`config.mk`:
```
export PLATFORM = sky130hd
export DESIGN_NAME = sliding_window_median_offset
export DESIGN_NICKNAME = d
export VERILOG_FILES = /design/src/hw/rtl/swmo_pkg.sv /design/src/hw/rtl/sliding_window_median_offset.sv
export SDC_FILE = /design/constraint.sdc
export NUM_CORES = 2
export LEC_CHECK = 0
export ABC_CLOCK_PERIOD_IN_PS = 5750
export BUFFER_PORTS_ARGS = -buffer_cell sky130_fd_sc_hd__buf_2
export CAP_MARGIN = 25
export CELL_PAD_IN_SITES_DETAIL_PLACEMENT = 1
export CELL_PAD_IN_SITES_GLOBAL_PLACEMENT = 1
export CORE_MARGIN = 2
export CORE_UTILIZATION = 47
export DETAILED_ROUTE_END_ITERATION = 6
export PLACE_DENSITY = 0.75
export SLEW_MARGIN = 40
export SYNTH_ARGS = -nofsm -noshare
export SYNTH_HDL_FRONTEND = slang
export SYNTH_SLANG_ARGS = --single-unit
```
`constraint.sdc`:
```
create_clock -name clock -period 5.75 [get_ports clock]
set_clock_uncertainty 0.15 [all_clocks]
set_input_delay 0.8625 -clock clock [delete_from_list [all_inputs] [get_ports clock]]
set_output_delay 0.8625 -clock clock [all_outputs]
set_load 0.005 [all_outputs]
```
`src/hw/rtl/swmo_pkg.sv`:
```
package swmo_pkg;

   localparam int MAX_WINDOW = 64;

   localparam int SAMPLE_W   = 16;
   localparam int CFG_W      = 7;
   localparam int CFG_IDX_W  = 2;
   localparam int LEVEL_W    = 7;
   localparam int RSP_DATA_W = 24;

   localparam logic signed [SAMPLE_W-1:0] SAMPLE_MIN = 16'sh8000;
   localparam logic signed [SAMPLE_W-1:0] SAMPLE_MAX = 16'sh7FFF;

   localparam logic [CFG_W-1:0] WINDOW_LEN_RESET = 7'd64;
   localparam logic [CFG_W-1:0] MIN_FILL_RESET   = 7'd1;

   typedef enum logic [CFG_IDX_W-1:0] {
      REG_WINDOW_LEN = 2'd0,
      REG_MIN_FILL   = 2'd1
   } reg_idx_type;

   typedef enum logic [2:0] {
      ST_IDLE,
      ST_START,
      ST_PROC,
      ST_TAIL,
      ST_MED,
      ST_FIN
   } state_type;

endpackage

```
`src/hw/rtl/sliding_window_median_offset.sv`:
```
// Items are taken only in the idle state: a new item waits until the last one has left the
// merge pass and its result is loaded. The pass walks the sorted buffer, one entry read per cycle
// while no insert holds the current entry, through its single read port, with compare logic
// checking each entry against the new and the evicted sample.
// Reset (synchronous, active high): window empty, correction 0, not locked,
// window_len 64, min_fill 1. No clearing pass; stored samples are never used unwritten.
module sliding_window_median_offset #(
   parameter int MaxWindow = swmo_pkg::MAX_WINDOW
) (
   input  logic                                clock,
   input  logic                                reset,
   input  logic                                req_tvalid,
   output logic                                req_tready,
   input  logic [swmo_pkg::SAMPLE_W-1:0]       req_tdata,   // [15:0] drift_sample
   output logic                                rsp_tvalid,
   input  logic                                rsp_tready,
   output logic [swmo_pkg::RSP_DATA_W-1:0]     rsp_tdata,   // [15:0] correction,
                                                            // [16] ready_res,
                                                            // [23:17] fill_level
   input  logic                                csr_we,
   input  logic [swmo_pkg::CFG_IDX_W-1:0]      csr_index,
   input  logic [swmo_pkg::CFG_W-1:0]          csr_wdata
);

   localparam int IdxW = (MaxWindow > 1) ? $clog2(MaxWindow) : 1;
   localparam int CntW = $clog2(MaxWindow + 1);

   swmo_pkg::state_type state_ff, state_in;

   // sample window (circular) and double-buffered sorted copy
   logic signed [swmo_pkg::SAMPLE_W-1:0] wst_mem  [0:MaxWindow-1];
   logic signed [swmo_pkg::SAMPLE_W-1:0] sort_mem [0:1][0:MaxWindow-1];

   logic signed [swmo_pkg::SAMPLE_W-1:0] wst_rd_ff;
   logic signed [swmo_pkg::SAMPLE_W-1:0] sort_rd_ff;
   logic signed [swmo_pkg::SAMPLE_W-1:0] x_ff;

   logic [swmo_pkg::CFG_W-1:0] len_ff, len_in;
   logic [swmo_pkg::CFG_W-1:0] minf_ff, minf_in;
   logic [CntW-1:0]            fill_ff, fill_in;
   logic [IdxW-1:0]            slot_ff, slot_in;
   logic [CntW-1:0]            m_ff, m_in;
   logic [CntW-1:0]            k_ff, k_in;
   logic [CntW-1:0]            w_ff, w_in;
   logic                       evict_ff, evict_in;
   logic                       del_ff, del_in;
   logic                       ins_ff, ins_in;
   logic                       bank_ff, bank_in;
   logic signed [swmo_pkg::SAMPLE_W-1:0] held_ff, held_in;
   logic                       locked_ff, locked_in;
   logic                       rsp_valid_ff, rsp_valid_in;
   logic signed [swmo_pkg::SAMPLE_W-1:0] rsp_corr_ff;
   logic                       rsp_lock_ff;
   logic [swmo_pkg::LEVEL_W-1:0] rsp_fill_ff;

   logic [CntW-1:0] eff_len;
   logic [CntW-1:0] k_next;
   logic [CntW-1:0] slot_next;
   logic            req_accept;
   logic            evict_now;
   logic            x_lt_s;
   logic            s_eq_e;
   logic            ins_now;
   logic            del_now;
   logic            out_free;
   logic            rsp_load;
   logic            sort_re;
   logic            sort_rd_bank;
   logic [IdxW-1:0] sort_rd_idx;
   logic            sort_we;
   logic signed [swmo_pkg::SAMPLE_W-1:0] sort_wr_val;
   logic signed [swmo_pkg::SAMPLE_W-1:0] med_neg;

   assign req_tready = (state_ff == swmo_pkg::ST_IDLE);
   assign req_accept = req_tvalid & req_tready;
   assign rsp_tvalid = rsp_valid_ff;
   assign rsp_tdata  = {rsp_fill_ff, rsp_lock_ff, rsp_corr_ff};

   always_comb begin
      if (len_ff == '0) begin
         eff_len = CntW'(1);
      end else if (int'(len_ff) > MaxWindow) begin
         eff_len = CntW'(MaxWindow);
      end else begin
         eff_len = CntW'(len_ff);
      end
   end

   assign evict_now = (fill_ff >= eff_len);
   assign k_next    = k_ff + CntW'(1);
   assign slot_next = CntW'(slot_ff) + CntW'(1);

   // compare logic: new sample against entry, entry against evicted sample
   assign x_lt_s  = (x_ff < sort_rd_ff);
   assign s_eq_e  = (sort_rd_ff == wst_rd_ff);
   assign ins_now = ~ins_ff & x_lt_s;
   assign del_now = ~ins_now & del_ff & s_eq_e;

   assign out_free = ~rsp_valid_ff | rsp_tready;
   assign med_neg  = (sort_rd_ff == swmo_pkg::SAMPLE_MIN) ? swmo_pkg::SAMPLE_MAX : -sort_rd_ff;

   // next state
   always_comb begin
      state_in = state_ff;
      unique case (state_ff)
         swmo_pkg::ST_IDLE: begin
            if (req_accept) state_in = swmo_pkg::ST_START;
         end
         swmo_pkg::ST_START: begin
            state_in = (m_ff == '0) ? swmo_pkg::ST_TAIL : swmo_pkg::ST_PROC;
         end
         swmo_pkg::ST_PROC: begin
            if (!ins_now && (k_next >= m_ff)) state_in = swmo_pkg::ST_TAIL;
         end
         swmo_pkg::ST_TAIL: state_in = swmo_pkg::ST_MED;
         swmo_pkg::ST_MED:  state_in = swmo_pkg::ST_FIN;
         swmo_pkg::ST_FIN: begin
            if (out_free) state_in = swmo_pkg::ST_IDLE;
         end
         default: state_in = swmo_pkg::ST_IDLE;
      endcase
   end

   // sequencer outputs and datapath next values
   always_comb begin
      sort_re      = 1'b0;
      sort_rd_bank = bank_ff;
      sort_rd_idx  = k_ff[IdxW-1:0];
      sort_we      = 1'b0;
      sort_wr_val  = sort_rd_ff;
      k_in         = k_ff;
      w_in         = w_ff;
      ins_in       = ins_ff;
      del_in       = del_ff;
      bank_in      = bank_ff;
      held_in      = held_ff;
      locked_in    = locked_ff;
      rsp_load     = 1'b0;
      unique case (state_ff)
         swmo_pkg::ST_IDLE: begin
            k_in   = '0;
            w_in   = '0;
            ins_in = 1'b0;
            del_in = evict_now;
         end
         swmo_pkg::ST_START: begin
            if (m_ff != '0) begin
               sort_re     = 1'b1;
               sort_rd_idx = '0;
            end
         end
         swmo_pkg::ST_PROC: begin
            if (ins_now) begin
               // new sample goes ahead of the held entry; entry stays for next cycle
               sort_we     = 1'b1;
               sort_wr_val = x_ff;
               w_in        = w_ff + CntW'(1);
               ins_in      = 1'b1;
            end else begin
               if (del_now) begin
                  del_in = 1'b0;
               end else begin
                  sort_we = 1'b1;
                  w_in    = w_ff + CntW'(1);
               end
               k_in = k_next;
               if (k_next < m_ff) begin
                  sort_re     = 1'b1;
                  sort_rd_idx = k_next[IdxW-1:0];
               end
            end
         end
         swmo_pkg::ST_TAIL: begin
            if (!ins_ff) begin
               sort_we     = 1'b1;
               sort_wr_val = x_ff;
               w_in        = w_ff + CntW'(1);
               ins_in      = 1'b1;
            end
         end
         swmo_pkg::ST_MED: begin
            sort_re      = 1'b1;
            sort_rd_bank = ~bank_ff;
            sort_rd_idx  = IdxW'(fill_ff >> 1);
            bank_in      = ~bank_ff;
         end
         swmo_pkg::ST_FIN: begin
            if (out_free) begin
               rsp_load = 1'b1;
               if (int'(fill_ff) >= int'(minf_ff)) begin
                  held_in   = med_neg;
                  locked_in = 1'b1;
               end
            end
         end
         default: ;
      endcase
   end

   // config, fill count and write slot
   always_comb begin
      len_in   = len_ff;
      minf_in  = minf_ff;
      fill_in  = fill_ff;
      slot_in  = slot_ff;
      m_in     = m_ff;
      evict_in = evict_ff;
      if (req_accept) begin
         m_in     = fill_ff;
         evict_in = evict_now;
         fill_in  = evict_now ? fill_ff : fill_ff + CntW'(1);
         slot_in  = (slot_next >= eff_len) ? '0 : slot_ff + IdxW'(1);
      end
      if (csr_we) begin
         unique case (csr_index)
            swmo_pkg::REG_WINDOW_LEN: begin
               len_in  = csr_wdata;
               fill_in = '0;
               slot_in = '0;
            end
            swmo_pkg::REG_MIN_FILL: minf_in = csr_wdata;
            default: ;
         endcase
      end
   end

   assign rsp_valid_in = rsp_load | (rsp_valid_ff & ~rsp_tready);

   always_ff @(posedge clock) begin
      if (reset) begin
         state_ff     <= swmo_pkg::ST_IDLE;
         len_ff       <= swmo_pkg::WINDOW_LEN_RESET;
         minf_ff      <= swmo_pkg::MIN_FILL_RESET;
         fill_ff      <= '0;
         slot_ff      <= '0;
         m_ff         <= '0;
         k_ff         <= '0;
         w_ff         <= '0;
         evict_ff     <= 1'b0;
         del_ff       <= 1'b0;
         ins_ff       <= 1'b0;
         bank_ff      <= 1'b0;
         held_ff      <= '0;
         locked_ff    <= 1'b0;
         rsp_valid_ff <= 1'b0;
      end else begin
         state_ff     <= state_in;
         len_ff       <= len_in;
         minf_ff      <= minf_in;
         fill_ff      <= fill_in;
         slot_ff      <= slot_in;
         m_ff         <= m_in;
         k_ff         <= k_in;
         w_ff         <= w_in;
         evict_ff     <= evict_in;
         del_ff       <= del_in;
         ins_ff       <= ins_in;
         bank_ff      <= bank_in;
         held_ff      <= held_in;
         locked_ff    <= locked_in;
         rsp_valid_ff <= rsp_valid_in;
      end
   end

   // sample window: old entry read out as the evicted sample, new one written
   always_ff @(posedge clock) begin
      if (req_accept) begin
         wst_rd_ff        <= wst_mem[slot_ff];
         wst_mem[slot_ff] <= req_tdata;
         x_ff             <= req_tdata;
      end
   end

   // sorted buffer: read the current bank (the merged bank for the median), write the merged list into the other
   always_ff @(posedge clock) begin
      if (sort_we) begin
         sort_mem[~bank_ff][w_ff[IdxW-1:0]] <= sort_wr_val;
      end
      if (sort_re) begin
         sort_rd_ff <= sort_mem[sort_rd_bank][sort_rd_idx];
      end
   end

   always_ff @(posedge clock) begin
      if (rsp_load) begin
         rsp_corr_ff <= held_in;
         rsp_lock_ff <= locked_in;
         rsp_fill_ff <= swmo_pkg::LEVEL_W'(fill_ff);
      end
   end

`ifndef ASSERT_OFF
   // merged list has exactly the new fill count: one in, one out when evicting
   assert property (@(posedge clock) disable iff (reset)
      (state_ff == swmo_pkg::ST_MED) |->
         (({1'b0, w_ff} + {{CntW{1'b0}}, evict_ff}) == ({1'b0, m_ff} + {{CntW{1'b0}}, 1'b1})))
      else $error("merge wrote wrong entry count");

   // evicted sample must have been found in the sorted buffer and the new sample merged
   assert property (@(posedge clock) disable iff (reset)
      (state_ff == swmo_pkg::ST_MED) |-> !del_ff && ins_ff)
      else $error("evicted sample or new sample not merged");

   assert property (@(posedge clock) disable iff (reset)
      fill_ff <= eff_len)
      else $error("fill count above window length");

   // a waiting item is never overwritten by the next one
   assert property (@(posedge clock) disable iff (reset)
      (rsp_valid_ff && !rsp_tready) |=> rsp_valid_ff && $stable(rsp_tdata))
      else $error("pending item lost");
`endif

endmodule
```
==> summary.txt <==
status - complete, no violations
critical path cell sequence - ha_1 > nand3_1 > xor2_1 > inv_1 > ha_1 > a21o_1 > a21o_1 > a211oi_1 > buf_4 > a41oi_1 > or2_1 > a311oi_2 > buf_4 > nand3_4 > buf_12 > o22ai_1 > nor4_1 > o22ai_1 > nor2_1
Top Ports - 56
area fraction of the dominant cell type after synthesis - 0.781
share of cells above drive strength 1 - 0.233
# nets final - 6479
Root Driver - clkbuf_16
clock sinks - 3215
Filler cells - 22300
Critical Path AT - 6.08 ns
register area - 95800 um^2
sequential area share after synthesis - 0.793
largest cells by area after synthesis - edfxtp_1 (78%), mux4_2 (9.5%), a22oi_1 (2.0%)
worst hold path class - in2reg
Synth Warn # - 0
Register-to-Register Path Depth - 19
WHS Endpoint - len_ff[0]
initial DRC count - 9648
post-synthesis net count - 6002
Slew HR - 0.385
multi-input logic area - 23900 um^2
wire length per cell - 34.9 um
Starting Density - 0.472
maximum VDD drop - 0.000425 V
R2R Setup Slk - 0.18 ns
RSZ-0062 raised after global routing - true
GRT overflow - 0
Area Growth Syn to Fin - 14.7%
Yosys reg bits - 3215
dominant synthesized flop cell - edfxtp_1
Clock transition at path regs - 0.06 ns
Final Hold Viols - 0
async set-or-reset flop fraction in the synthesized netlist - 0
core area - 256000 um^2
gate count of the mapped netlist - 5924
H-tree depth - 5
slew at the pin closest to its max-slew limit - 0.914 ns
slowest stage cell, crit path - o22ai_1
Routed Antenna Nets - 0
PwrDens - 408 nW/um^2
slowest stage delay, CP - 0.51 ns
drt total wl - 350000 um
via count - 65700
IO buf count - 55
synth unique cells - 62
Mean Syn Cell Area - 20.4 um^2
Crit path required time - 6.26 ns
min-delay src - csr_wdata[0]
largest net degree at the start of global routing - 86
Final setup viols - 0
initial antenna violation count - 14
hold path depth - 3
fmax - 180 MHz
beginning of the critical path - k_ff[1]
routed vias/inst - 6.54
die area - 261000 um^2
R2R Path Start - k_ff[1]
fin. max-slew vios - 0
cell family with most CP delay - compound AO/OA/AOI/OAI gates
first-pass GRT wire length - 503000 um
drc violations - 0
Leakage Power - 0.0442 uW
kind of critical path - reg2reg
Final period util - 0.968
CTS tree - built
CP startpoint kind - register
GRT Total Usage - 0.265
CP endpoint kind - register
worst-path fanout max - 18
clk buf depth - 4
Buf/Inv on CP - 4
EDFF count, synth - 3144
hpwl dp - 205000 um
max-cap violations - 0
Final Core Density - 0.541
routability cong. - 0.879
R2R Path End - sort_rd_ff[5]
mapped cell area - 121000 um^2
worst skew pair latency - 0.98 ns
crit path time final - 5.57 ns
Synth area leader - edfxtp_1
total CTS buffers - 336
Fin Setup TNS - 0 ns
Die Ht - 511 um
Pwr Total - 56600 uW
vias in the first global route - 67900
Rows - 186
drt first pass iters - 7
die width - 511 um
## power by group
group | total (uW) | internal, uW | switching (uW)
Clock | 20900 | 11900 | 8990
Combinational | 8380 | 2930 | 5450
Sequential | 27400 | 27200 | 178
Total | 56600 | 42000 | 14600
## registers in the layout, summed over array words and instances, names as in the netlist, 3 cells and up
| name | cells |
|---|---|
| state_ff | 3 |
| rsp_corr_ff | 16 |
| slot_ff | 6 |
| w_ff | 6 |
| minf_ff | 7 |
| sort_rd_ff | 16 |
| m_ff | 7 |
| wst_rd_ff | 16 |
| x_ff | 16 |
| sort_mem | 2048 |
| rsp_fill_ff | 7 |
| held_ff | 16 |
| k_ff | 7 |
| len_ff | 7 |
| wst_mem | 1024 |
| fill_ff | 7 |
## cell type report
cell class | count | area share
antenna | 3 | 0.0000541
clock inverter | 184 | 0.0111
inverter | 44 | 0.00119
clock buffer | 404 | 0.0635
tap | 3384 | 0.0305
multi-input combinational | 2322 | 0.172
timing repair buffer | 482 | 0.0303
sequential | 3215 | 0.691
## per-layer routing
metal / vias up / global-route usage / share of wire
li1: 26000 / - / -
met3: 794 / 0.0521 / 0.096
met5: - / 0 / 0.00023
met4: 14 / 0.106 / 0.044
met2: 4215 / 0.436 / 0.49
met1: 34700 / 0.350 / 0.37
## worst min-delay path, stage by stage
cell,delay (ns)
buf_2,0.11
mux2i_1,0.07
nor2_1,0.07
## stage by stage
step                setup WS, ns  cells  hold WS [ns]  cell area, um^2
floorplan                   1.49   5924         0.292           121000
global placement          -0.101   9435         0.305           128000
detailed placement        0.0603   9440         0.315           128000
CTS                       0.0589  10000       0.00412           138000
global route             -0.0209  10000        0.0429           139000
finish                     0.184  10000        0.0687           139000
## Yosys cell counts, types with 50 or more instances
cell type,instances
o22ai_1,288
nor4_1,83
a22oi_1,329
a31oi_1,97
dfxtp_1,71
a221oi_1,100
a21oi_1,66
clkbuf_1,201
edfxtp_1,3144
nor2_1,275
buf_1,50
nand2_1,84
mux4_2,512
buf_2,81
a22o_1,99
## worst max path at each step
stage | slack (ns) | to | cells past startpoint
after floorplan | 1.49 | sort_mem[0][1003] | 11
after global placement | -0.10 | sort_rd_ff[8] | 18
after detailed placement | 0.06 | sort_rd_ff[14] | 19
after CTS | 0.06 | sort_rd_ff[2] | 19
after global routing | -0.02 | sort_rd_ff[4] | 18
final | 0.18 | sort_rd_ff[5] | 19
## cells in the final DEF, fill, tap and decap left out, drive strengths merged, types with 48 or more instances in the layout
| master | instances |
|---|---|
| ha | 48 |
| nor2 | 275 |
| o22ai | 288 |
| buf | 481 |
| clkbuf | 404 |
| edfxtp | 3144 |
| a21oi | 67 |
| nor4 | 83 |
| mux4 | 512 |
| inv | 55 |
| clkinv | 134 |
| nand2 | 87 |
| a22oi | 329 |
| dfxtp | 71 |
| a31oi | 97 |
| a22o | 99 |
| a221oi | 100 |
## cell families after synthesis
group,count (synthesis),synth area share
simple gates,632,0.0250
flops,3215,0.793
fa+ha+maj,48,0.00497
xor+xnor,45,0.00326
buf+inv,387,0.0132
mux,555,0.0993
compound gates,1042,0.0613
## repair_timing
item | 4_1_cts | 5_1_grt
hold endpoints to repair | 1 | 0
pin swaps | 0 | 0
endpoints found under the setup margin | 1 | 12
gates resized for setup | 1 | 19
hold buffers | 1 | 0
buffers inserted | 0 | 0
(Power assumes the default switching activity.)
